## config.mk

```make
export PLATFORM = sky130hd
export DESIGN_NAME = sal_cell
export DESIGN_NICKNAME = d
export VERILOG_FILES = /design/src/hdl/sal_pkg.sv /design/src/hdl/sal_cell.sv
export SDC_FILE = /design/constraint.sdc
export NUM_CORES = 1
export LEC_CHECK = 0
export BUFFER_PORTS_ARGS = -buffer_cell sky130_fd_sc_hd__buf_2
export CAP_MARGIN = 40
export CORE_UTILIZATION = 46
export DETAILED_ROUTE_END_ITERATION = 16
export GPL_ROUTABILITY_DRIVEN = 1
export HOLD_SLACK_MARGIN = 0.15
export PLACE_DENSITY = 0.95
export SKIP_LAST_GASP = 1
export SLEW_MARGIN = 20
export SYNTH_ARGS = -nofsm -noshare
export SYNTH_HDL_FRONTEND = slang
export SYNTH_SLANG_ARGS = --single-unit
```

## constraint.sdc

```tcl
create_clock -name clk -period 5.2 [get_ports clk]
set_input_delay 0.26 -clock clk [delete_from_list [all_inputs] [get_ports clk]]
set_output_delay 0.26 -clock clk [all_outputs]
set_load 0.01 [all_outputs]
```

## src/hdl/sal_pkg.sv

```systemverilog
// ----------------------------------------------------------------------------
// sal_pkg: shared types and constants of the shifting array list
// Command codes, cell control struct and fixed field widths.
// ----------------------------------------------------------------------------
package sal_pkg;

	localparam int unsigned OP_W      = 3;
	localparam int unsigned POS_W     = 7;
	localparam int unsigned VAL_W     = 32;
	localparam int unsigned COUNT_W   = 7;
	localparam int unsigned IN_DATA_W = 40;
	localparam int unsigned OUT_DATA_W = 40;
	localparam int unsigned DEF_CAPACITY = 64;

	// command codes carried in the input tuser
	typedef enum logic [OP_W-1:0] {
		OP_READ   = 3'd0,
		OP_WRITE  = 3'd1,
		OP_INSERT = 3'd2,
		OP_ERASE  = 3'd3,
		OP_PUSH   = 3'd4,
		OP_POP    = 3'd5,
		OP_CLEAR  = 3'd6,
		OP_RESIZE = 3'd7
	} op_t;

	// what every cell of the row does for an accepted command
	typedef enum logic [2:0] {
		CK_NONE,
		CK_READ,
		CK_WRITE,
		CK_INSERT,
		CK_ERASE,
		CK_PUSH,
		CK_FILL
	} cell_kind_t;

	// broadcast control from the sequencer to the cells
	typedef struct packed {
		logic       take;
		cell_kind_t kind;
	} cell_ctl_t;

endpackage

```

## src/hdl/sal_cell.sv

```systemverilog
// ----------------------------------------------------------------------------
// sal_cell: one entry of the shifting array list
// Holds one element, loads the command value, or takes the entry of its
// left or right neighbor; captures its entry for a read at its own index.
// ----------------------------------------------------------------------------
module sal_cell #(
	parameter int unsigned IDX_W = 7,
	parameter int unsigned INDEX = 0
) (
	input  logic                      clk,
	input  sal_pkg::cell_ctl_t        ctl,
	input  logic [IDX_W-1:0]          pos,
	input  logic [IDX_W-1:0]          cnt,
	input  logic [sal_pkg::VAL_W-1:0] value,
	input  logic [sal_pkg::VAL_W-1:0] left,
	input  logic [sal_pkg::VAL_W-1:0] right,
	output logic [sal_pkg::VAL_W-1:0] data,
	output logic [sal_pkg::VAL_W-1:0] rd_s1
);
	import sal_pkg::*;

	typedef enum logic [1:0] {
		SEL_HOLD,
		SEL_LOAD,
		SEL_LEFT,
		SEL_RIGHT
	} sel_t;

	localparam logic [IDX_W:0] IDX_C  = (IDX_W+1)'(INDEX);
	localparam logic [IDX_W:0] NEXT_C = (IDX_W+1)'(INDEX + 1);

	logic [VAL_W-1:0] data_q;
	logic [IDX_W:0]   pos_x;
	logic [IDX_W:0]   cnt_x;
	logic             at_pos;
	logic             above_pos;
	logic             below_pos;
	logic             at_cnt;
	logic             upto_cnt;
	logic             from_cnt;
	logic             before_last;
	sel_t             sel;

	// compare own index against the broadcast bounds
	assign pos_x       = {1'b0, pos};
	assign cnt_x       = {1'b0, cnt};
	assign at_pos      = (IDX_C == pos_x);
	assign above_pos   = (IDX_C > pos_x);
	assign below_pos   = (IDX_C < pos_x);
	assign at_cnt      = (IDX_C == cnt_x);
	assign upto_cnt    = (IDX_C <= cnt_x);
	assign from_cnt    = (IDX_C >= cnt_x);
	assign before_last = (NEXT_C < cnt_x);

	// pick the source of the next entry
	always_comb begin
		sel = SEL_HOLD;
		case (ctl.kind)
			CK_WRITE: begin
				if (at_pos) sel = SEL_LOAD;
			end
			CK_INSERT: begin
				if (at_pos) sel = SEL_LOAD;
				else if (above_pos && upto_cnt) sel = SEL_LEFT;
			end
			CK_ERASE: begin
				if (!below_pos && before_last) sel = SEL_RIGHT;
			end
			CK_PUSH: begin
				if (at_cnt) sel = SEL_LOAD;
			end
			CK_FILL: begin
				if (from_cnt && below_pos) sel = SEL_LOAD;
			end
			default: begin
				sel = SEL_HOLD;
			end
		endcase
		if (!ctl.take) sel = SEL_HOLD;
	end

	// update the entry
	always_ff @(posedge clk) begin
		case (sel)
			SEL_LOAD:  data_q <= value;
			SEL_LEFT:  data_q <= left;
			SEL_RIGHT: data_q <= right;
			default:   data_q <= data_q;
		endcase
	end

	// capture the entry for an accepted read at this index, zero for any other accepted command
	always_ff @(posedge clk) begin
		if (ctl.take) begin
			rd_s1 <= (ctl.kind == CK_READ && at_pos) ? data_q : '0;
		end
	end

	assign data = data_q;

endmodule

```

==> impl_metrics.py <==
metrics = {
    "outcome": {
        "status": "finished, final reports clean",
    },
    "clock_tree": {
        "clock_sinks": 64,
        "clk_pin_slew_ns": 0.06,
        "ctsHoldBuffers": 0,
        "post-cts-setup-buffer-count": 0,
        "clk-insertion-delay-late_ns": 0.32,
        "h-tree-depth": 3,
        "cts_tree": "built",
        "cts_buffer_depth": 2,
        "cts_root_buffer": "clkbuf_8",
        "cts_buffers": 9,
        "post_cts_resized": 0,
    },
    "worst_setup_path": {
        "r2r_end": "rd_s1[2]",
        "cpMaxStageDelayCell": "or4_2",
        "cp-startpoint": "ctl[3]",
        "worst-path-stages": 5,
        "worstSetupEndpointType": "flip-flop",
        "start_kind": "input port",
        "reg2regPathDepth": 1,
        "crit_type": "in -> reg",
        "endpoint": "data[15]",
        "regToRegStartpoint": "data[2]",
        "slowest_delay_ns": 1.02,
        "crit_buf_inv": 2,
        "worstPathMaxFanout": 34,
        "critPathArrivalTime_ns": 2.71,
        "r2r_setup_slack_ns": 4.37,
        "crit_chain": "buf_2 -> nand2_1 -> or4_2 -> buf_16 -> mux2_1",
        "cp.required_ns": 5.26,
        "cpLargestDelayFamily": "simple AND/OR/NAND/NOR gates",
    },
    "floorplan": {
        "die_x_um": 80.2,
        "rows": 28,
        "chipHeight_um": 80.2,
        "core_area_mm2": 0.00592,
        "num_io_pins": 179,
        "die_area_mm2": 0.00643,
        "start_util_pct": 47.5,
    },
    "cells_and_area": {
        "final_cell_mix": "buf_2 (146), edfxtp_1 (64), and2_1 (33)",
        "mostFrequentLayoutCell": "buf_2",
        "layout-drive-gt1-share_pct": 63.6,
        "synthToLayoutAreaGrowth_pct": 35.3,
        "final_core_util_pct": 64.2,
        "antennaDiodeCount": 0,
        "fin_cells": 383,
        "nets": 419,
    },
    "yosys": {
        "synthMuxAreaShare_pct": 16.8,
        "avgSynthCellArea_um2": 18.6,
        "ys_seq_area_share_pct": 68.4,
        "synthSimpleGateAreaFrac_pct": 10.6,
        "yosysWarnings": 0,
        "synth_top_family_by_area": "multiplexers",
        "synth_compound_area_share_pct": 1.25,
        "synth_nets": 266,
        "synth_fa_ha_area_share_pct": 0,
        "ys_seq_elements": 64,
        "netlist_area_mm2": 0.00281,
        "ys_types": 19,
        "postSynthCellCount": 151,
        "synthXorXnorAreaFrac_pct": 0,
    },
    "pwr": {
        "p_per_area_mw_per_mm2": 284,
        "p_leak_nw": 1.80,
        "peakVddDrop_uv": 145,
    },
    "flow_run": {
        "drv_cap": 0,
    },
    "grt": {
        "overflow": 0,
        "grt_pass1_vias": 1713,
        "antenna_found_initial": 0,
        "grt_util_all_layers_pct": 17.6,
        "grt_pass1_wl_um": 8120,
        "grt_max_degree": 35,
    },
    "route": {
        "wl_met2_um": 3040,
        "wl_per_cell_um": 14.7,
        "drt_iter0_markers": 55,
        "wl_met3_um": 293,
        "final_antenna_net_count": 0,
        "top_layer_used": "met4",
        "vias": 1802,
        "wl_um": 5650,
        "wl_met1_um": 2160,
        "drcViolationCount": 0,
        "first_pass_iters": 4,
        "avgViaCountPerCell": 4.70,
    },
    "timing": {
        "tns_ns": 0,
        "min_period_over_period_pct": 50.8,
        "rsz0062_at_grt": "no",
        "slew_headroom_pct": 47.7,
        "hold_viol_final": 0,
        "timing.final.max_slew_violations": 0,
        "period_needed_ns": 2.64,
        "clock.fmax_mhz": 378,
        "setup_violations": 0,
        "fin_skew_ns": 0.00661,
        "worst_slew_pin_slew_ns": 0.785,
        "holdWs_ns": 0.222,
    },
    "placed_design": {
        "gp_congestion": 0.770,
        "dpl.cell_count": 368,
        "numPortBuffers": 146,
        "post-dp-hpwl_um": 4240,
    },
    "min_path": {
        "hp-class": "in -> reg",
    },
}
## registers in the layout (all words and copies together) (netlist names)
name	count
rd_s1	32
data	32
## metrics by stage
step / setup slack (ns) / total power [mW] / cell area (um2)
global route: 2.43 / 1.11 / 3800
global placement: 2.26 / 0.656 / 3570
CTS: 2.55 / 1.09 / 3800
finish: 2.56 / 1.08 / 3800
detailed placement: 2.20 / 0.659 / 3600
floorplan: 2.91 / 0.612 / 2810
## how the worst min path moves through the flow
| stage | start | cells past startpoint | endpoint | slack [ns] |
|---|---|---|---|---|
| after CTS | right[26] | 2 | data[26] | 0.21 |
| after detailed placement | data[26] | 1 | rd_s1[26] | 0.53 |
| after global placement | data[24] | 1 | rd_s1[24] | 0.52 |
| after floorplan | ctl[3] | 0 | rd_s1[0] | 0.37 |
| after global routing | right[26] | 2 | data[26] | 0.21 |
| final | right[26] | 2 | data[26] | 0.22 |
## cell families after synthesis
group	after synthesis
flops	64
simple gates	43
mux	32
buf+inv	7
compound gates	5
## power breakdown
part	switching (mW)	internal (mW)	total [mW]	leakage, nW
Clock	0.169	0.263	0.432	0.101
Sequential	0.00186	0.574	0.576	0.631
Combinational	0.0282	0.0439	0.0721	1.06
## cell usage after synthesis (all sizes together)
cell     n  area [um2]
mux2    32         473
edfxtp  64        1920
a22o     1        8.76
clkbuf   3        11.3
nor3b    2        15.0
a21oi    1        5.00
a211oi   1        7.51
nand2b   1        13.8
or4      2        18.8
nand2    1        3.75
buf      4        71.3
a31oi    1        6.26
nor4     4        40.0
a21o     1        7.51
and2    33         206
## cell type report
type	instances	area [um2]
multi-input cells	80	812
repair buffers	149	773
clock inverters	5	72.6
clock buffers	10	128
well taps	75	93.8
flip-flops and latches	64	1920
fillers	440	2120
## per-layer routing
layer / vias to the layer above / GRT usage [%]
li1: 878 / -
met5: - / 0
met2: 78 / 31.7
met4: 0 / 11.6
met3: 16 / 3.41
met1: 830 / 18.6
No activity file was read; power rests on OpenSTA's default activity.
